===== config.mk =====
export PLATFORM = sky130hd
export DESIGN_NAME = ringtone_text_note_parser
export DESIGN_NICKNAME = d
export VERILOG_FILES = /design/src/rtl/rttl_pkg.sv /design/src/rtl/rttl_ctrl.sv /design/src/rtl/rttl_dp.sv /design/src/rtl/ringtone_text_note_parser.sv
export SDC_FILE = /design/constraint.sdc
export NUM_CORES = 1
export LEC_CHECK = 0
export BUFFER_PORTS_ARGS = -buffer_cell sky130_fd_sc_hd__buf_2
export CAP_MARGIN = 20
export CORE_AREA = 2 2 200 281
export DETAILED_ROUTE_END_ITERATION = 7
export DIE_AREA = 0 0 202 283
export PLACE_DENSITY = 0.8
export SYNTH_ARGS = -nofsm -noshare
export SYNTH_HDL_FRONTEND = slang
export SYNTH_SLANG_ARGS = --single-unit

===== constraint.sdc =====
create_clock -name i_clk -period 10.4 [get_ports i_clk]
set_clock_uncertainty 0.15 [all_clocks]
set_input_delay 1.56 -clock i_clk [delete_from_list [all_inputs] [get_ports i_clk]]
set_output_delay 1.56 -clock i_clk [all_outputs]
set_load 0.05 [all_outputs]

===== src/rtl/rttl_pkg.sv =====
`default_nettype none
package rttl_pkg;

    localparam int MAX_CHANNELS   = 16;
    localparam int MAX_NAME_CHARS = 32;
    localparam int MAX_INT_DIGITS = 31;

    localparam int DUR_W     = 29;
    localparam int DEN_W     = 38;
    localparam int DIV_STEPS = DUR_W;
    localparam int DCNT_W    = $clog2(DIV_STEPS + 1);

    localparam logic [DUR_W-1:0] CAP_US   = 29'd360000000;
    localparam logic [DUR_W-1:0] PLAIN_US = 29'd240000000;

    typedef enum logic [4:0] {
        PH_LEAD, PH_NAME, PH_KEY, PH_EQ, PH_SETNUM, PH_SETSEP, PH_GAP, PH_DUR,
        PH_NAMECH, PH_DOT1, PH_OCT, PH_DOT2, PH_VIB, PH_VFREQ0, PH_VFREQ,
        PH_VVAR, PH_SEP, PH_HALT
    } t_phase;

    typedef enum logic [2:0] {
        S_IDLE, S_FEED, S_DIV, S_FINISH, S_OUT
    } t_state;

    typedef enum logic [1:0] {
        EV_NOTE  = 2'd0,
        EV_DONE  = 2'd1,
        EV_ERROR = 2'd2
    } t_event;

    localparam logic [3:0] E_NONE    = 4'd0;
    localparam logic [3:0] E_EOF     = 4'd1;
    localparam logic [3:0] E_NAMELEN = 4'd2;
    localparam logic [3:0] E_NOEQ    = 4'd3;
    localparam logic [3:0] E_KEY     = 4'd4;
    localparam logic [3:0] E_NOINT   = 4'd5;
    localparam logic [3:0] E_INTLONG = 4'd6;
    localparam logic [3:0] E_DUR     = 4'd7;
    localparam logic [3:0] E_OCT     = 4'd8;
    localparam logic [3:0] E_SETSEP  = 4'd9;
    localparam logic [3:0] E_NONAME  = 4'd10;
    localparam logic [3:0] E_NOTE    = 4'd11;
    localparam logic [3:0] E_CHAN    = 4'd12;
    localparam logic [3:0] E_BLOCK   = 4'd13;
    localparam logic [3:0] E_SEP     = 4'd14;

    localparam logic [2:0] KEY_NONE = 3'd0;
    localparam logic [2:0] KEY_BPM  = 3'd1;
    localparam logic [2:0] KEY_DIV  = 3'd2;
    localparam logic [2:0] KEY_OCT  = 3'd3;
    localparam logic [2:0] KEY_VF   = 3'd4;
    localparam logic [2:0] KEY_VV   = 3'd5;

    localparam logic [4:0] NOTE_REST = 5'd18;
    localparam logic [4:0] NOTE_HASH = 5'd26;
    localparam logic [4:0] NOTE_BAD  = 5'd31;

    localparam logic [7:0] CH_TAB   = 8'h09;
    localparam logic [7:0] CH_LF    = 8'h0A;
    localparam logic [7:0] CH_VT    = 8'h0B;
    localparam logic [7:0] CH_SP    = 8'h20;
    localparam logic [7:0] CH_HASH  = 8'h23;
    localparam logic [7:0] CH_COMMA = 8'h2C;
    localparam logic [7:0] CH_MINUS = 8'h2D;
    localparam logic [7:0] CH_DOT   = 8'h2E;
    localparam logic [7:0] CH_0     = 8'h30;
    localparam logic [7:0] CH_9     = 8'h39;
    localparam logic [7:0] CH_8     = 8'h38;
    localparam logic [7:0] CH_COLON = 8'h3A;
    localparam logic [7:0] CH_SEMI  = 8'h3B;
    localparam logic [7:0] CH_EQ    = 8'h3D;
    localparam logic [7:0] CH_UA    = 8'h41;
    localparam logic [7:0] CH_UZ    = 8'h5A;
    localparam logic [7:0] CH_LA    = 8'h61;
    localparam logic [7:0] CH_LB    = 8'h62;
    localparam logic [7:0] CH_LD    = 8'h64;
    localparam logic [7:0] CH_LF_   = 8'h66;
    localparam logic [7:0] CH_LO    = 8'h6F;
    localparam logic [7:0] CH_LV    = 8'h76;
    localparam logic [7:0] CH_LZ    = 8'h7A;
    localparam logic [7:0] CH_BAR   = 8'h7C;

    localparam logic [4:0] N_A = 5'd0;
    localparam logic [4:0] N_B = 5'd1;
    localparam logic [4:0] N_C = 5'd2;
    localparam logic [4:0] N_D = 5'd3;
    localparam logic [4:0] N_E = 5'd4;
    localparam logic [4:0] N_F = 5'd5;
    localparam logic [4:0] N_G = 5'd6;
    localparam logic [4:0] N_P = 5'd15;

    typedef struct packed {
        t_event      ev;
        logic [3:0]  err;
        logic [4:0]  chan;
        logic [4:0]  pcode;
        logic [3:0]  oct;
        logic [5:0]  div;
        logic        dot;
        logic [22:0] pitch;
        logic [15:0] vf;
        logic [15:0] vv;
    } t_res;

    typedef struct packed {
        logic load;
        logic feed;
        logic finish;
        logic div_run;
        logic out_next;
    } t_cmd;

    typedef struct packed {
        logic       again;
        logic       note;
        logic       eot;
        logic       div_done;
        logic [1:0] cnt;
        logic       out_last;
    } t_sts;

    typedef struct packed {
        logic        fail;
        logic [31:0] num;
        logic [4:0]  dig;
    } t_digit;

    // Octave 4 pitch times 16000, truncated.
    function automatic logic [22:0] pitch_base(input logic [4:0] pc);
        logic [22:0] t;
        case (pc)
            5'd0:    t = 23'd4186009;
            5'd1:    t = 23'd4434922;
            5'd2:    t = 23'd4434922;
            5'd3:    t = 23'd4698636;
            5'd4:    t = 23'd4978031;
            5'd5:    t = 23'd4978031;
            5'd6:    t = 23'd5274040;
            5'd7:    t = 23'd5587651;
            5'd8:    t = 23'd5587651;
            5'd9:    t = 23'd5919910;
            5'd10:   t = 23'd5919910;
            5'd11:   t = 23'd6271926;
            5'd12:   t = 23'd6644875;
            5'd13:   t = 23'd6644875;
            5'd14:   t = 23'd7040000;
            5'd15:   t = 23'd7458620;
            5'd16:   t = 23'd7458620;
            5'd17:   t = 23'd7902132;
            default: t = 23'd0;
        endcase
        return t;
    endfunction

    function automatic logic [4:0] resolve1(input logic [4:0] f);
        logic [4:0] r;
        case (f)
            N_P:     r = NOTE_REST;
            N_C:     r = 5'd0;
            N_D:     r = 5'd3;
            N_E:     r = 5'd6;
            N_F:     r = 5'd8;
            N_G:     r = 5'd11;
            N_A:     r = 5'd14;
            N_B:     r = 5'd17;
            default: r = NOTE_BAD;
        endcase
        return r;
    endfunction

    function automatic logic [4:0] resolve2(input logic [4:0] f, input logic [7:0] s);
        logic [4:0] r;
        r = NOTE_BAD;
        if (s == CH_HASH) begin
            case (f)
                N_C:     r = 5'd1;
                N_D:     r = 5'd4;
                N_E:     r = 5'd7;
                N_F:     r = 5'd9;
                N_G:     r = 5'd12;
                N_A:     r = 5'd15;
                default: r = NOTE_BAD;
            endcase
        end else if (s == CH_LB) begin
            case (f)
                N_D:     r = 5'd2;
                N_E:     r = 5'd5;
                N_G:     r = 5'd10;
                N_A:     r = 5'd13;
                N_B:     r = 5'd16;
                default: r = NOTE_BAD;
            endcase
        end
        return r;
    endfunction

    function automatic logic valid_div(input logic [31:0] d);
        return d == 32'd1 || d == 32'd2 || d == 32'd4 || d == 32'd8 ||
               d == 32'd16 || d == 32'd32;
    endfunction

    function automatic logic [2:0] div_shift(input logic [5:0] d);
        logic [2:0] s;
        case (d)
            6'd2:    s = 3'd1;
            6'd4:    s = 3'd2;
            6'd8:    s = 3'd3;
            6'd16:   s = 3'd4;
            6'd32:   s = 3'd5;
            default: s = 3'd0;
        endcase
        return s;
    endfunction

    function automatic logic is_digit(input logic [7:0] c);
        return c >= CH_0 && c <= CH_9;
    endfunction

    function automatic t_digit take_digit(input logic [31:0] num, input logic [4:0] dig,
                                          input logic [7:0] c);
        t_digit     r;
        logic [35:0] v;
        v = ({4'd0, num} << 3) + ({4'd0, num} << 1) + {28'd0, c - CH_0};
        r.fail = dig >= 5'(MAX_INT_DIGITS);
        r.num  = (v[35:32] != 4'd0) ? 32'hFFFF_FFFF : v[31:0];
        r.dig  = dig + 5'd1;
        return r;
    endfunction

endpackage
`default_nettype wire


===== src/rtl/rttl_ctrl.sv =====
`default_nettype none
module rttl_ctrl (
    input  wire               i_clk,
    input  wire               i_rst_n,
    input  wire               i_s_tvalid,
    output logic              o_s_tready,
    output logic              o_m_tvalid,
    input  wire               i_m_tready,
    input  rttl_pkg::t_sts    i_sts,
    output rttl_pkg::t_cmd    o_cmd
);
    import rttl_pkg::*;

    t_state r_state, n_state;
    t_state r_ret, n_ret;
    t_state after_feed;

    always_ff @(posedge i_clk) begin
        if (!i_rst_n) begin
            r_state <= S_IDLE;
            r_ret   <= S_IDLE;
        end else begin
            r_state <= n_state;
            r_ret   <= n_ret;
        end
    end

    assign after_feed = i_sts.eot ? S_FINISH : S_OUT;

    always_comb begin
        n_state = r_state;
        n_ret   = r_ret;
        case (r_state)
            S_IDLE: begin
                if (i_s_tvalid) n_state = S_FEED;
            end
            S_FEED: begin
                if (i_sts.note) begin
                    n_state = S_DIV;
                    n_ret   = i_sts.again ? S_FEED : after_feed;
                end else if (!i_sts.again) begin
                    n_state = after_feed;
                end
            end
            S_DIV: begin
                if (i_sts.div_done) n_state = r_ret;
            end
            S_FINISH: begin
                if (i_sts.note) begin
                    n_state = S_DIV;
                    n_ret   = S_OUT;
                end else begin
                    n_state = S_OUT;
                end
            end
            S_OUT: begin
                if (i_sts.cnt == 2'd0) n_state = S_IDLE;
                else if (i_m_tready && i_sts.out_last) n_state = S_IDLE;
            end
            default: n_state = S_IDLE;
        endcase
    end

    always_comb begin
        o_cmd          = '0;
        o_s_tready     = 1'b0;
        o_m_tvalid     = 1'b0;
        case (r_state)
            S_IDLE: begin
                o_s_tready = 1'b1;
                o_cmd.load = i_s_tvalid;
            end
            S_FEED:   o_cmd.feed    = 1'b1;
            S_DIV:    o_cmd.div_run = 1'b1;
            S_FINISH: o_cmd.finish  = 1'b1;
            S_OUT: begin
                o_m_tvalid     = i_sts.cnt != 2'd0;
                o_cmd.out_next = i_m_tready && (i_sts.cnt != 2'd0) && !i_sts.out_last;
            end
            default: o_cmd = '0;
        endcase
    end

    a_one_side: assert property (@(posedge i_clk) disable iff (!i_rst_n)
        !(o_s_tready && o_m_tvalid))
        else $error("input and output handshakes open together");
    a_accept_feeds: assert property (@(posedge i_clk) disable iff (!i_rst_n)
        (i_s_tvalid && o_s_tready) |=> r_state == S_FEED)
        else $error("accepted byte not parsed");
    a_last_idles: assert property (@(posedge i_clk) disable iff (!i_rst_n)
        (o_m_tvalid && i_m_tready && i_sts.out_last) |=> r_state == S_IDLE)
        else $error("no return to idle after last result");
    a_div_from_note: assert property (@(posedge i_clk) disable iff (!i_rst_n)
        ($rose(r_state == S_DIV)) |-> $past(i_sts.note))
        else $error("divider entered without a note");

endmodule
`default_nettype wire


===== src/rtl/rttl_dp.sv =====
`default_nettype none
module rttl_dp (
    input  wire               i_clk,
    input  wire               i_rst_n,
    input  rttl_pkg::t_cmd    i_cmd,
    input  wire [7:0]         i_char,
    input  wire               i_eot,
    input  wire               i_vib_en,
    output rttl_pkg::t_sts    o_sts,
    output rttl_pkg::t_res    o_res,
    output logic [28:0]       o_dur
);
    import rttl_pkg::*;

    t_phase      r_phase, n_phase;
    logic        r_ic, n_ic;
    logic [5:0]  r_name_len, n_name_len;
    logic [31:0] r_num, n_num;
    logic [4:0]  r_dig, n_dig;
    logic [2:0]  r_key, n_key;
    logic [31:0] r_bpm, n_bpm;
    logic [5:0]  r_ddiv, n_ddiv;
    logic [3:0]  r_doct, n_doct;
    logic [15:0] r_dvf, n_dvf;
    logic [15:0] r_dvv, n_dvv;
    logic [4:0]  r_ncode, n_ncode;
    logic [5:0]  r_ndiv, n_ndiv;
    logic [3:0]  r_noct, n_noct;
    logic        r_ndot, n_ndot;
    logic [15:0] r_nvf, n_nvf;
    logic [15:0] r_nvv, n_nvv;
    logic [4:0]  r_chan, n_chan;
    logic [4:0]  r_bcc, n_bcc;
    logic        r_any, n_any;

    logic [7:0]  r_char;
    logic        r_eot;
    t_res        r_slot0, r_slot1;
    logic [1:0]  r_cnt;
    logic        r_oidx;

    logic [DEN_W-1:0]  r_den;
    logic [DEN_W-1:0]  r_rem;
    logic [DUR_W-1:0]  r_dvd;
    logic [DUR_W-1:0]  r_quo;
    logic [DCNT_W-1:0] r_dcnt;

    logic        fail, emit_n, emit_d, again;
    logic [3:0]  fcode;
    logic        blank, sk, sk_ic, dig_c;
    logic [7:0]  lc;
    logic [4:0]  code;
    logic [4:0]  chan_inc;
    logic [4:0]  bcc_sel;
    t_digit      td;
    t_res        rec_note, rec_done, rec_err, rec_a;
    logic        rec_a_v, rec_b_v, push;
    logic [30:0] pitch_sh;
    logic [DEN_W-1:0] den_new;
    logic [DEN_W:0]   rem_sh;
    logic             rem_ge;

    assign blank  = (r_char == CH_TAB) || (r_char == CH_SP) || (r_char == CH_VT) ||
                    (r_char == CH_LF);
    assign sk     = r_ic || blank || (r_char == CH_HASH);
    assign sk_ic  = r_ic ? (r_char != CH_LF) : (r_char == CH_HASH);
    assign dig_c  = is_digit(r_char);
    assign td     = take_digit(r_num, r_dig, r_char);
    assign lc     = (r_char >= CH_UA && r_char <= CH_UZ) ? r_char + 8'd32 : r_char;
    assign chan_inc = r_chan + 5'd1;

    always_comb begin
        n_phase = r_phase;  n_ic = r_ic;  n_name_len = r_name_len;
        n_num = r_num;  n_dig = r_dig;  n_key = r_key;  n_bpm = r_bpm;
        n_ddiv = r_ddiv;  n_doct = r_doct;  n_dvf = r_dvf;  n_dvv = r_dvv;
        n_ncode = r_ncode;  n_ndiv = r_ndiv;  n_noct = r_noct;  n_ndot = r_ndot;
        n_nvf = r_nvf;  n_nvv = r_nvv;  n_chan = r_chan;  n_bcc = r_bcc;  n_any = r_any;
        fail = 1'b0;  fcode = E_NONE;  emit_n = 1'b0;  emit_d = 1'b0;  again = 1'b0;
        code = NOTE_BAD;

        if (i_cmd.finish) begin
            case (r_phase)
                PH_GAP: begin
                    if (r_any) emit_d = 1'b1;
                    else begin fail = 1'b1; fcode = E_EOF; end
                end
                PH_NAMECH: begin
                    code = (r_dig != 5'd0) ? resolve1(r_ncode) : NOTE_BAD;
                    if (code == NOTE_BAD) begin
                        fail  = 1'b1;
                        fcode = (r_dig != 5'd0) ? E_NOTE : E_NONAME;
                    end else begin
                        n_ncode = code;  emit_n = 1'b1;  emit_d = 1'b1;
                    end
                end
                PH_VFREQ: begin
                    n_nvf = r_num[15:0];  emit_n = 1'b1;  emit_d = 1'b1;
                end
                PH_VVAR: begin
                    if (r_dig == 5'd0) begin fail = 1'b1; fcode = E_NOINT; end
                    else begin n_nvv = r_num[15:0]; emit_n = 1'b1; emit_d = 1'b1; end
                end
                PH_DOT1, PH_OCT, PH_DOT2, PH_VIB, PH_VFREQ0: begin
                    emit_n = 1'b1;  emit_d = 1'b1;
                end
                PH_SEP:  emit_d = 1'b1;
                PH_HALT: emit_d = 1'b0;
                default: begin fail = 1'b1; fcode = E_EOF; end
            endcase
        end else begin
            case (r_phase)
                PH_LEAD: begin
                    if (sk) n_ic = sk_ic;
                    else begin n_name_len = 6'd1; n_phase = PH_NAME; end
                end
                PH_NAME: begin
                    if (r_char == CH_COLON) n_phase = PH_KEY;
                    else if (r_name_len >= 6'(MAX_NAME_CHARS - 1)) begin
                        fail = 1'b1;  fcode = E_NAMELEN;
                    end else n_name_len = r_name_len + 6'd1;
                end
                PH_KEY: begin
                    if (sk) n_ic = sk_ic;
                    else if (r_char == CH_COLON) n_phase = PH_GAP;
                    else begin
                        case (r_char)
                            CH_LB:   n_key = KEY_BPM;
                            CH_LD:   n_key = KEY_DIV;
                            CH_LO:   n_key = KEY_OCT;
                            CH_LF_:  n_key = KEY_VF;
                            CH_LV:   n_key = KEY_VV;
                            default: n_key = KEY_NONE;
                        endcase
                        n_phase = PH_EQ;
                    end
                end
                PH_EQ: begin
                    if (sk) n_ic = sk_ic;
                    else if (r_char != CH_EQ) begin fail = 1'b1; fcode = E_NOEQ; end
                    else if (r_key == KEY_NONE) begin fail = 1'b1; fcode = E_KEY; end
                    else begin n_num = '0; n_dig = '0; n_phase = PH_SETNUM; end
                end
                PH_SETNUM: begin
                    if (dig_c) begin
                        if (td.fail) begin fail = 1'b1; fcode = E_INTLONG; end
                        else begin n_num = td.num; n_dig = td.dig; end
                    end else if (r_dig == 5'd0) begin
                        fail = 1'b1;  fcode = E_NOINT;
                    end else begin
                        case (r_key)
                            KEY_BPM: n_bpm = r_num;
                            KEY_DIV: begin
                                if (!valid_div(r_num)) begin fail = 1'b1; fcode = E_DUR; end
                                else n_ddiv = r_num[5:0];
                            end
                            KEY_OCT: begin
                                if (r_num > 32'd8) begin fail = 1'b1; fcode = E_OCT; end
                                else n_doct = r_num[3:0];
                            end
                            KEY_VF:  n_dvf = r_num[15:0];
                            default: n_dvv = r_num[15:0];
                        endcase
                        n_phase = PH_SETSEP;
                        again   = 1'b1;
                    end
                end
                PH_SETSEP: begin
                    if (sk) n_ic = sk_ic;
                    else if (r_char == CH_COMMA) n_phase = PH_KEY;
                    else if (r_char == CH_COLON) n_phase = PH_GAP;
                    else begin fail = 1'b1; fcode = E_SETSEP; end
                end
                PH_GAP: begin
                    if (sk) n_ic = sk_ic;
                    else begin
                        n_ndiv = r_ddiv;  n_noct = r_doct;  n_ndot = 1'b0;
                        n_nvf = '0;  n_nvv = '0;  n_num = '0;  n_dig = '0;
                        n_phase = dig_c ? PH_DUR : PH_NAMECH;
                        again = 1'b1;
                    end
                end
                PH_DUR: begin
                    if (dig_c) begin
                        if (td.fail) begin fail = 1'b1; fcode = E_INTLONG; end
                        else begin n_num = td.num; n_dig = td.dig; end
                    end else if (!valid_div(r_num)) begin
                        fail = 1'b1;  fcode = E_DUR;
                    end else begin
                        n_ndiv = r_num[5:0];  n_dig = '0;  n_phase = PH_NAMECH;
                        again = 1'b1;
                    end
                end
                PH_NAMECH: begin
                    if ((lc >= CH_LA && lc <= CH_LZ) || lc == CH_HASH) begin
                        if (r_dig == 5'd0) begin
                            n_ncode = (lc == CH_HASH) ? NOTE_HASH : 5'(lc - CH_LA);
                            n_dig   = 5'd1;
                        end else begin
                            code = resolve2(r_ncode, lc);
                            if (code == NOTE_BAD) begin fail = 1'b1; fcode = E_NOTE; end
                            else begin n_ncode = code; n_phase = PH_DOT1; end
                        end
                    end else if (r_dig == 5'd0) begin
                        fail = 1'b1;  fcode = E_NONAME;
                    end else begin
                        code = resolve1(r_ncode);
                        if (code == NOTE_BAD) begin fail = 1'b1; fcode = E_NOTE; end
                        else begin n_ncode = code; n_phase = PH_DOT1; again = 1'b1; end
                    end
                end
                PH_DOT1: begin
                    n_phase = PH_OCT;
                    if (r_char == CH_DOT) n_ndot = 1'b1;
                    else again = 1'b1;
                end
                PH_OCT: begin
                    if (dig_c) begin
                        if (r_char > CH_8) begin fail = 1'b1; fcode = E_OCT; end
                        else begin n_noct = r_char[3:0]; n_phase = PH_DOT2; end
                    end else begin
                        n_phase = PH_DOT2;  again = 1'b1;
                    end
                end
                PH_DOT2: begin
                    n_phase = PH_VIB;
                    if (r_char == CH_DOT) n_ndot = 1'b1;
                    else again = 1'b1;
                end
                PH_VIB: begin
                    if (r_char == CH_LV) begin
                        n_nvf = r_dvf;  n_nvv = r_dvv;  n_phase = PH_VFREQ0;
                    end else begin
                        emit_n = 1'b1;  n_phase = PH_SEP;  again = 1'b1;
                    end
                end
                PH_VFREQ0: begin
                    if (dig_c) begin n_num = '0; n_dig = '0; n_phase = PH_VFREQ; end
                    else begin emit_n = 1'b1; n_phase = PH_SEP; end
                    again = 1'b1;
                end
                PH_VFREQ: begin
                    if (dig_c) begin
                        if (td.fail) begin fail = 1'b1; fcode = E_INTLONG; end
                        else begin n_num = td.num; n_dig = td.dig; end
                    end else begin
                        n_nvf = r_num[15:0];
                        if (r_char == CH_MINUS) begin
                            n_num = '0;  n_dig = '0;  n_phase = PH_VVAR;
                        end else begin
                            emit_n = 1'b1;  n_phase = PH_SEP;  again = 1'b1;
                        end
                    end
                end
                PH_VVAR: begin
                    if (dig_c) begin
                        if (td.fail) begin fail = 1'b1; fcode = E_INTLONG; end
                        else begin n_num = td.num; n_dig = td.dig; end
                    end else if (r_dig == 5'd0) begin
                        fail = 1'b1;  fcode = E_NOINT;
                    end else begin
                        n_nvv = r_num[15:0];  emit_n = 1'b1;  n_phase = PH_SEP;
                        again = 1'b1;
                    end
                end
                PH_SEP: begin
                    if (sk) n_ic = sk_ic;
                    else if (r_char == CH_BAR) begin
                        if ({1'b0, r_chan} + 6'd1 >= 6'(MAX_CHANNELS)) begin
                            fail = 1'b1;  fcode = E_CHAN;
                        end else begin
                            n_chan = chan_inc;  n_phase = PH_GAP;
                        end
                    end else if (r_char == CH_SEMI) begin
                        n_bcc = (r_bcc == 5'd0) ? chan_inc : r_bcc;
                        if (n_bcc != chan_inc) begin fail = 1'b1; fcode = E_BLOCK; end
                        else begin n_chan = '0; n_phase = PH_GAP; end
                    end else if (r_char == CH_COMMA) begin
                        n_phase = PH_GAP;
                    end else begin
                        fail = 1'b1;  fcode = E_SEP;
                    end
                end
                default: again = 1'b0;
            endcase
        end

        if (fail) begin
            n_phase = PH_HALT;
            n_ic    = 1'b0;
            again   = 1'b0;
        end
        if (emit_n) n_any = 1'b1;
    end

    // Result records built from the updated note fields.
    assign pitch_sh = {8'd0, pitch_base(n_ncode)} << n_noct;
    assign bcc_sel  = (r_bcc != 5'd0) ? r_bcc : ((r_any || emit_n) ? 5'd1 : 5'd0);

    always_comb begin
        rec_note       = '0;
        rec_note.ev    = EV_NOTE;
        rec_note.chan  = n_chan;
        rec_note.pcode = n_ncode;
        rec_note.oct   = n_noct;
        rec_note.div   = n_ndiv;
        rec_note.dot   = n_ndot;
        rec_note.pitch = (n_ncode < NOTE_REST && n_noct <= 4'd8) ? pitch_sh[30:8] : 23'd0;
        rec_note.vf    = i_vib_en ? n_nvf : 16'd0;
        rec_note.vv    = i_vib_en ? n_nvv : 16'd0;
        rec_done       = '0;
        rec_done.ev    = EV_DONE;
        rec_done.chan  = bcc_sel;
        rec_err        = '0;
        rec_err.ev     = EV_ERROR;
        rec_err.err    = fcode;
        rec_a          = emit_n ? rec_note : (fail ? rec_err : rec_done);
    end

    assign rec_a_v = emit_n || fail || emit_d;
    assign rec_b_v = emit_n && emit_d;
    assign push    = i_cmd.feed || i_cmd.finish;

    always_ff @(posedge i_clk) begin
        if (!i_rst_n || (i_cmd.finish)) begin
            r_phase <= PH_LEAD;  r_ic <= 1'b0;  r_name_len <= '0;  r_num <= '0;
            r_dig <= '0;  r_key <= KEY_NONE;  r_bpm <= '0;  r_ddiv <= 6'd8;
            r_doct <= 4'd4;  r_dvf <= '0;  r_dvv <= '0;  r_ncode <= '0;
            r_ndiv <= 6'd8;  r_noct <= 4'd4;  r_ndot <= 1'b0;  r_nvf <= '0;
            r_nvv <= '0;  r_chan <= '0;  r_bcc <= '0;  r_any <= 1'b0;
        end else if (i_cmd.feed) begin
            r_phase <= n_phase;  r_ic <= n_ic;  r_name_len <= n_name_len;
            r_num <= n_num;  r_dig <= n_dig;  r_key <= n_key;  r_bpm <= n_bpm;
            r_ddiv <= n_ddiv;  r_doct <= n_doct;  r_dvf <= n_dvf;  r_dvv <= n_dvv;
            r_ncode <= n_ncode;  r_ndiv <= n_ndiv;  r_noct <= n_noct;
            r_ndot <= n_ndot;  r_nvf <= n_nvf;  r_nvv <= n_nvv;  r_chan <= n_chan;
            r_bcc <= n_bcc;  r_any <= n_any;
        end
    end

    always_ff @(posedge i_clk) begin
        if (i_cmd.load) begin
            r_char <= i_char;
            r_eot  <= i_eot;
        end
    end

    // Up to two results per byte; anything past the second is dropped.
    always_ff @(posedge i_clk) begin
        if (!i_rst_n) begin
            r_cnt  <= '0;
            r_oidx <= 1'b0;
        end else if (i_cmd.load) begin
            r_cnt  <= '0;
            r_oidx <= 1'b0;
        end else if (i_cmd.out_next) begin
            r_oidx <= 1'b1;
        end else if (push && rec_a_v) begin
            if (r_cnt == 2'd0) r_cnt <= rec_b_v ? 2'd2 : 2'd1;
            else if (r_cnt == 2'd1) r_cnt <= 2'd2;
        end
    end

    always_ff @(posedge i_clk) begin
        if (push && rec_a_v) begin
            if (r_cnt == 2'd0) begin
                r_slot0 <= rec_a;
                if (rec_b_v) r_slot1 <= rec_done;
            end else if (r_cnt == 2'd1) begin
                r_slot1 <= rec_a;
            end
        end
    end

    // Restoring divider, one quotient bit per cycle.
    assign den_new = {6'd0, n_bpm} << div_shift(n_ndiv);
    assign rem_sh  = {r_rem, r_dvd[DUR_W-1]};
    assign rem_ge  = rem_sh >= {1'b0, r_den};

    always_ff @(posedge i_clk) begin
        if (!i_rst_n) begin
            r_dcnt <= '0;
        end else if (push && emit_n) begin
            r_dcnt <= (den_new == '0) ? '0 : DCNT_W'(DIV_STEPS);
        end else if (i_cmd.div_run && r_dcnt != '0) begin
            r_dcnt <= r_dcnt - 1'b1;
        end
    end

    always_ff @(posedge i_clk) begin
        if (push && emit_n) begin
            r_den <= den_new;
            r_rem <= '0;
            r_dvd <= n_ndot ? CAP_US : PLAIN_US;
            r_quo <= (den_new == '0) ? CAP_US : '0;
        end else if (i_cmd.div_run && r_dcnt != '0) begin
            r_rem <= rem_ge ? DEN_W'(rem_sh - {1'b0, r_den}) : rem_sh[DEN_W-1:0];
            r_dvd <= {r_dvd[DUR_W-2:0], 1'b0};
            r_quo <= {r_quo[DUR_W-2:0], rem_ge};
        end
    end

    assign o_res = r_oidx ? r_slot1 : r_slot0;
    assign o_dur = r_quo;

    always_comb begin
        o_sts          = '0;
        o_sts.again    = again;
        o_sts.note     = emit_n;
        o_sts.eot      = r_eot;
        o_sts.div_done = r_dcnt == '0;
        o_sts.cnt      = r_cnt;
        o_sts.out_last = r_oidx || (r_cnt == 2'd1);
    end

    a_one_note: assert property (@(posedge i_clk) disable iff (!i_rst_n)
        (i_cmd.feed && emit_n) |-> !fail)
        else $error("note and error from one parse pass");
    a_cnt_max: assert property (@(posedge i_clk) disable iff (!i_rst_n)
        r_cnt != 2'd3)
        else $error("result count overflow");
    a_div_idle: assert property (@(posedge i_clk) disable iff (!i_rst_n)
        (i_cmd.out_next) |-> r_dcnt == '0)
        else $error("result sent while divider busy");

endmodule
`default_nettype wire


===== src/rtl/ringtone_text_note_parser.sv =====
`default_nettype none
// Ringtone text parser. Text bytes enter on the slave stream, one byte per
// transaction, with tlast marking the final byte of a text. Results leave
// on the master stream: tuser carries the event kind, tlast flags the last
// result caused by one input byte, tdata carries the note fields.
// Each byte is accepted, then parsed in one or more passes, then its
// results (up to two) are sent while the receiver is ready. A note also
// runs the duration division, which iterates one quotient bit per cycle.
// The parser handles one byte at a time, so the slave side is not ready
// while results are pending; a stalled receiver simply holds the block in
// its output phase with tdata steady.
// Reset returns the parser to the start of a text and sets the vibrato
// enable register (APB address 0, bit 0) to one. After the final byte of a
// text the parser returns to its reset state, except for that register.
module ringtone_text_note_parser (
    input  wire         i_clk,
    input  wire         i_rst_n,
    input  wire         i_s_tvalid,
    output logic        o_s_tready,
    input  wire [7:0]   i_s_tdata,   // [7:0] char_code
    input  wire         i_s_tlast,   // end_of_text
    output logic        o_m_tvalid,
    input  wire         i_m_tready,
    // [3:0] error_code, [8:4] channel, [13:9] pitch_code, [17:14] octave,
    // [23:18] duration_divisor, [24] dotted, [47:25] pitch_mhz,
    // [76:48] duration_us, [92:77] vibrato_freq, [108:93] vibrato_var
    output logic [111:0] o_m_tdata,
    output logic [1:0]  o_m_tuser,   // [1:0] event_res
    output logic        o_m_tlast,   // run_last
    input  wire         i_psel,
    input  wire         i_penable,
    input  wire         i_pwrite,
    input  wire [2:0]   i_paddr,
    input  wire [31:0]  i_pwdata,
    output logic [31:0] o_prdata,
    output logic        o_pready
);
    import rttl_pkg::*;

    t_cmd        cmd;
    t_sts        sts;
    t_res        res;
    logic [28:0] dur;
    logic        r_vib_en;

    assign o_pready = 1'b1;

    always_ff @(posedge i_clk) begin
        if (!i_rst_n) begin
            r_vib_en <= 1'b1;
        end else if (i_psel && i_penable && i_pwrite && !i_paddr[2]) begin
            r_vib_en <= i_pwdata[0];
        end
    end

    assign o_prdata = {31'd0, r_vib_en && !i_paddr[2]};

    rttl_ctrl u_ctrl (
        .i_clk      (i_clk),
        .i_rst_n    (i_rst_n),
        .i_s_tvalid (i_s_tvalid),
        .o_s_tready (o_s_tready),
        .o_m_tvalid (o_m_tvalid),
        .i_m_tready (i_m_tready),
        .i_sts      (sts),
        .o_cmd      (cmd)
    );

    rttl_dp u_dp (
        .i_clk    (i_clk),
        .i_rst_n  (i_rst_n),
        .i_cmd    (cmd),
        .i_char   (i_s_tdata),
        .i_eot    (i_s_tlast),
        .i_vib_en (r_vib_en),
        .o_sts    (sts),
        .o_res    (res),
        .o_dur    (dur)
    );

    assign o_m_tuser = res.ev;
    assign o_m_tlast = sts.out_last;
    assign o_m_tdata = {3'd0, res.vv, res.vf, (res.ev == EV_NOTE) ? dur : 29'd0,
                        res.pitch, res.dot, res.div, res.oct, res.pcode, res.chan,
                        res.err};

endmodule
`default_nettype wire


==> impl_metrics.tcl, run 1 <==
set metrics [dict create \
    regToRegSetupSlack_ps 2740 \
    synth_cells 3776 \
    floorplan.initialDensity 0.592 \
    cts.hold.buffers_added 0 \
    cts_root_buffer "clkbuf_16" \
    final_core_util 0.644 \
    worst_ep_required_time_ps 10750 \
    worst_skew_pair.late_latency_ps 620 \
    yosys.area.top_type_share 0.241 \
    avgViaCountPerCell 6.29 \
    worst_r2r_startpoint "u_dp.r_char[0]" \
    post_cts_resized 0 \
    synth-main-ff-cell "edfxtp_1" \
    port_buffers 132 \
    clkSlewWorstSetupHoldPaths_ps 70 \
    remaining_drc_errors 0 \
    critical_path_peak_fanout 38 \
    async_flop_share 0 \
    cts_tree "done" \
    grt_pass1_vias 26700 \
    fillerInstances 4553 \
    largest_net_degree_at_the_start_of_global_routing 97 \
    worst_ir_drop_vdd_uv 133 \
    cts_made_buffers 49 \
    regToRegEndpoint "u_dp.r_dcnt[2]" \
    grt_use_total 0.307 \
    worstPathArrival_ps 8010 \
    worst_hold_path.endpoint "u_dp.r_dvf[7]" \
    wl_per_cell_um 20.0 \
    setup-tns-final_ps 0 \
    synth.top_cells.by_area "edfxtp_1 24%, dfxtp_1 15%, ha_1 4.9%" \
    min_path_type "reg2reg" \
    dr_total_vias 28600 \
    path_cells "inv_1 > ha_1 > nor2b_1 > o21ai_1 > o21ba_2 > a31oi_1 > or3b_1 > a221oi_2 > nand4_1 > nor2_4 > mux2i_1 > mux2i_1 > mux2i_1 > nor4_1 > and4_1 > nand3_2 > and3_1" \
    dieArea_um2 57200 \
    power_w 0.00459 \
    cts_max_path_buffers 3 \
    syn_area_per_cell_um2 8.59 \
    total_half_perimeter_wirelength_after_legalization_and_detailed_placement_um 63700 \
    final.setup.worst_slack_ps 2740 \
    die-height_um 283 \
    drt.antenna.violating_nets 0 \
    row_count 102 \
    wirelength_um 91100 \
    multi_input_logic_area_um2 18300 \
    yosys_register_bits 503 \
    clock_sinks 503 \
    drive_gt1_frac 0.114 \
    wire_length_of_the_first_global_routing_pass_um 143000 \
    netlist_area_um2 32400 \
    nets 3966 \
    ys_seq_area_frac 0.391 \
    max_stage_delay_ps 1010 \
    most_frequent_cells_in_the_layout "415 x nor2_1, 396 x nand2_1, 300 x a21oi_1" \
    worst_pin_slew_ps 1070 \
    critPathMostFrequentCell "mux2i_1" \
    floorplan.io_pins 201 \
    outcome "finished, final reports clean" \
    finalWorstPathRequiredPeriod_ps 7660 \
    die_span_x_um 202 \
    worstSetupEndpointType "flip-flop" \
    timing.hold.worst.start "u_dp.r_dvf[7]" \
    syn_to_final_growth_pct 8.78 \
    ctsHtreeMaxLevel 2 \
    static-leakage-power_nw 14.4 \
    rr_worst_depth 17 \
    seqCellArea_um2 12700 \
    maxSlewHeadroom 0.287 \
    core_um2 54800 \
    antenna_cells 0 \
    hold_depth 2 \
    power_density_nw_per_um2 130 \
    dr.first_iter.drc_count 2641 \
    unrepaired_setup_endpoints_after_global_routing "false" \
    dp_worst_setup_slack_ps 2880 \
    slowest_stage "nor2_4" \
    max_cap_viol_count 0 \
    firstDrtPassIters 5 \
    congestion_overflow_gr 0 \
    yosys.area.top_type "edfxtp_1" \
    maxClockFrequency_ghz 0.131 \
    antenna_violations_before_repair 0 \
    drv_slew 0 \
    finalCritPeriodShare 0.736 \
    synth_warn 0 \
    cts.repair_timing.setup_buffer_count 0 \
    type_of_origin_of_the_critical_path "flip-flop" \
    setup.worst_path.class "reg2reg" \
    synth-edff-count 260 \
    final_common_cell "nor2_1" \
    yosysUniqueCellTypes 97 \
    routabilityCongestion 0.980 \
    hold_violations 0 \
    timing.final.setup_violations 0 \
]
final cells by class:
| cell class | instances | area share |
|---|---|---|
| Clock buffer | 60 | 0.0380 |
| Clock inverter | 32 | 0.0104 |
| Inverter | 125 | 0.0133 |
| Multi-Input combinational cell | 2898 | 0.518 |
| Sequential cell | 503 | 0.359 |
| Tap cell | 728 | 0.0258 |
| Timing Repair Buffer | 203 | 0.0350 |
state kept, by name, indices dropped and copies added, names as in the netlist, 5 cells and up, named ones only:
register	cells
u_dp.r_slot0	82
u_dp.r_slot1	82
u_dp.r_den	38
u_dp.r_rem	38
u_dp.r_bpm	32
u_dp.r_num	32
u_dp.o_dur	29
u_dp.r_dvd	20
u_dp.r_dvf	16
u_dp.r_dvv	16
u_dp.r_nvf	16
u_dp.r_nvv	16
u_dp.r_char	8
u_dp.r_ddiv	6
u_dp.r_name_len	6
u_dp.r_ndiv	6
u_dp.r_bcc	5
u_dp.r_chan	5
u_dp.r_dcnt	5
u_dp.r_dig	5
u_dp.r_ncode	5
u_dp.r_phase	5
synth_stat cells (27+ instances only):
cell type    n
o22ai_1     31
a211oi_1    34
nand4_1     30
o221ai_1    28
edfxtp_1   260
nor2_1     417
nand2_1    398
buf_4       36
ha_1       128
o21a_1      27
a21o_1      49
nor2b_1     76
a31oi_1     27
a21oi_1    302
nor3_1      59
and2_1     133
nand2b_1    31
o21ai_1     51
xnor2_1     48
dfxtp_1    243
mux2_2     100
xor2_1      33
nand3_1     89
and3_1      34
inv_1      124
mux2i_1    129
a22oi_1     44
clkbuf_1   219
o21ai_0    226
per-stage QoR:
stage | hold WS (ps) | instance area (µm²) | cells
finish | 307 | 35300 | 4549
global route | 321 | 35300 | 4549
CTS | 306 | 35200 | 4545
detailed placement | 297 | 33500 | 4453
global placement | 291 | 33500 | 4452
floorplan | 280 | 32600 | 3810
critical path, delay by kind of cell, from the launching register on:
kind	cells	cell delay, ps
simple gates	8	3700
compound gates	4	1810
mux	3	810
flops	1	600
fa+ha+maj	1	360
buf+inv	1	120
report_power, final:
part           total [W]  internal (W)  switching [W]
Combinational   0.000550      0.000146       0.000404
Sequential       0.00214       0.00211      0.0000268
Clock            0.00190       0.00106       0.000837
layer usage:
layer / vias up / wire, µm / track usage
met1: 13600 / 36400 / 0.384
met4: 0 / 5090 / 0.162
met2: 1123 / 44100 / 0.524
met5: - / 0 / 0
met3: 277 / 5430 / 0.0315
li1: 13600 / - / -
how the worst max path moves through the flow:
stage                   start         endpoint  slack (ps)  cells after the start
3_3_place_gp   u_dp.r_char[0]   u_dp.r_dcnt[3]        2920                     17
2_1_floorplan  u_dp.r_char[0]  u_dp.r_slot0[0]        2600                     17
4_1_cts        u_dp.r_char[0]   u_dp.r_dcnt[2]        2860                     17
3_5_place_dp   u_dp.r_char[0]   u_dp.r_dcnt[2]        2880                     17
5_1_grt        u_dp.r_char[0]   u_dp.r_dcnt[2]        2280                     17
6_report       u_dp.r_char[0]   u_dp.r_dcnt[2]        2740                     17
cells by family after synthesis:
logic type,after synthesis,share of synthesized area
xor gates and xnor gates,81,0.0219
other,2,0.000232
DFF,503,0.391
adders and majority gates,136,0.0540
and+or+nand+nor,1371,0.200
AOI/OAI and AO/OA,1044,0.205
muxes,230,0.0752
buffers and inverters,409,0.0527
No activity file was read; power rests on OpenSTA's default activity.
==> run 2: changes to the inputs <==
- ABC_AREA: not set -> 1
- CORE_AREA: 2 2 200 281 -> 2 2 208 291
- DIE_AREA: 0 0 202 283 -> 0 0 210 293
- PLACE_DENSITY: 0.8 -> 0.79
- clock period: 10.4 -> 6.65 ns (I/O delays scaled with it)
==> impl_metrics.tcl, run 2 <==
set metrics [dict create \
    maxClockFrequency_ghz 0.178 \
    cts.repair_timing.setup_buffer_count 0 \
    worst_pin_slew_ps 1080 \
    port_buffers 132 \
    maxSlewHeadroom 0.274 \
    critical_path_peak_fanout 12 \
    finalWorstPathRequiredPeriod_ps 5610 \
    global_route.usage.met1 0.373 \
    congestion_overflow_gr 0 \
    remaining_drc_errors 0 \
    syn_to_final_growth_pct 8.28 \
    floorplan.io_pins 201 \
    row_count 105 \
    wl_per_cell_um 17.0 \
    clkSlewWorstSetupHoldPaths_ps 60 \
    post_synth_most_frequent_cells "1135 x nand2_1, 513 x inv_1, 474 x nor2_1" \
    ctsHtreeMaxLevel 2 \
    netlist_area_um2 32700 \
    grt_busiest_layer "met2" \
    routabilityCongestion 1.01 \
    nets 4795 \
    global_route.usage.met3 0.0389 \
    power_density_nw_per_um2 310 \
    main_combinational_cell_family_by_area_after_synthesis "simple AND/OR/NAND/NOR gates" \
    cts.hold.buffers_added 0 \
    slowest_stage "edfxtp_1" \
    total_half_perimeter_wirelength_after_legalization_and_detailed_placement_um 65700 \
    synth_xor_area_frac 0.0166 \
    cts_root_buffer "clkbuf_16" \
    setup.worst_path.class "reg2reg" \
    avgViaCountPerCell 5.70 \
    largest_net_degree_at_the_start_of_global_routing 94 \
    hold_violations 0 \
    critPathMostFrequentCell "nand3_1" \
    antenna_violations_before_repair 0 \
    crit_cells 30 \
    synth.area.mux_share 0.000306 \
    dieArea_um2 61500 \
    finalCritPeriodShare 0.844 \
    timing.critical_path.buf_inv 3 \
    hold_depth 2 \
    drt.antenna.violating_nets 0 \
    worstSetupEndpointType "flip-flop" \
    firstDrtPassIters 8 \
    grt_pass1_vias 28600 \
    final.setup.worst_slack_ps 1040 \
    outcome "finished, final reports clean" \
    yosys.area.top_type_share 0.239 \
    drv_slew 0 \
    path_delay_family "simple AND/OR/NAND/NOR gates" \
    synth.top_cells.by_area "edfxtp_1 24%, dfxtp_1 15%, nand2_1 13%" \
    synth_cells 4583 \
    complex_gate_fraction_of_the_synthesized_area 0.154 \
    die-height_um 293 \
    met2_usage 0.505 \
    die_span_x_um 210 \
    core_um2 58700 \
    post_cts_resized 0 \
    synth_warn 0 \
    wire_length_of_the_first_global_routing_pass_um 147000 \
    worst_skew_pair.late_latency_ps 620 \
    min_path_type "reg2reg" \
    yosys_register_bits 503 \
    dr.first_iter.drc_count 2646 \
    drive_gt1_frac 0.0819 \
    setup-tns-final_ps 0 \
    yosys.cell_count.top_type "nand2_1" \
    wirelength_um 91800 \
    timing.final.setup_violations 0 \
    floorplan.initialDensity 0.556 \
    max_cap_viol_count 0 \
    synth_adder_area_share 0.0533 \
    largest_regs "u_dp.r_slot0 x82, u_dp.r_slot1 x82" \
    unrepaired_setup_endpoints_after_global_routing "false" \
    synth-simple-area-share 0.288 \
    cts_tree "done" \
    worst_ir_drop_vdd_uv 180 \
    async_flop_share 0 \
    worst_ep_required_time_ps 6820 \
    yosys.area.top_type "edfxtp_1" \
    dr_total_vias 30800 \
    max_stage_delay_ps 430 \
    worstPathArrival_ps 5780 \
    cts_made_buffers 50 \
    most_frequent_cells_in_the_layout "1134 x nand2_1, 512 x inv_1, 468 x nor2_1" \
    syn_area_per_cell_um2 7.13 \
    type_of_origin_of_the_critical_path "flip-flop" \
    cts_max_path_buffers 3 \
    final_common_cell "nand2_1" \
    antenna_cells 0 \
    dp_worst_setup_slack_ps 1140 \
    yosysUniqueCellTypes 69 \
    rr_worst_depth 30 \
    ys_seq_area_frac 0.388 \
    synth-edff-count 260 \
    synth-main-ff-cell "edfxtp_1" \
    clock_sinks 503 \
    static-leakage-power_nw 16.1 \
    grt_use_total 0.295 \
]
## run 2: layer usage
metal / share of wire / wire length (µm)
met4: 0.042 / 3830
met3: 0.070 / 6410
met1: 0.41 / 37800
met2: 0.48 / 43800
met5: 0 / 0
## run 2: final cells by class
cell class / instances / area, µm²
clock buffer: 64 / 1370
multi-input combinational: 3317 / 16900
tap: 749 / 937
inverter: 552 / 2090
timing repair buffer: 185 / 1120
fill: 5390 / 23400
sequential: 503 / 12700
clock inverter: 30 / 245
## run 2: logic make-up (layout without fill, tap and decap cells)
logic type | after synthesis | after routing
muxes | 1 | 1
xor gates and xnor gates | 62 | 62
and+or+nand+nor | 2214 | 2214
adders and majority gates | 135 | 135
DFF | 503 | 503
other | 2 | 36
AOI/OAI and AO/OA | 869 | 869
buffers and inverters | 797 | 831
## run 2: stage by stage
step | power [W] | area [µm²] | util | hold WS [ps] | instances
CTS | 0.0109 | 35300 | 0.601 | 298 | 5396
detailed placement | 0.00812 | 33700 | 0.574 | 287 | 5302
finish | 0.0110 | 35400 | 0.602 | 297 | 5400
global placement | 0.00808 | 33700 | 0.574 | 282 | 5302
floorplan | 0.00714 | 32800 | - | 269 | 4617
global route | 0.0117 | 35400 | 0.602 | 314 | 5400
## run 2: worst paths after layout
| path | startpoint | end | slack (ps) |
|---|---|---|---|
| setup / recovery | u_dp.r_char[0] | u_dp.r_slot1[46] | 1040 |
| hold / removal | u_dp.r_dvf[12] | u_dp.r_dvf[12] | 300 |
| setup reg to reg | u_dp.r_char[0] | u_dp.r_slot1[46] | 1040 |
| hold reg to reg | u_dp.r_dvf[12] | u_dp.r_dvf[12] | 300 |
## run 2: tightest hold or removal path: stages, from the launching register on
cell,delay (ps)
dfxtp_1,310
inv_1,50
a21oi_1,50
## run 2: power by group
| group | internal [W] | switching (W) | total (W) |
|---|---|---|---|
| clock network | 0.00158 | 0.00125 | 0.00283 |
| logic | 0.00124 | 0.00317 | 0.00441 |
| registers | 0.00358 | 0.000154 | 0.00374 |
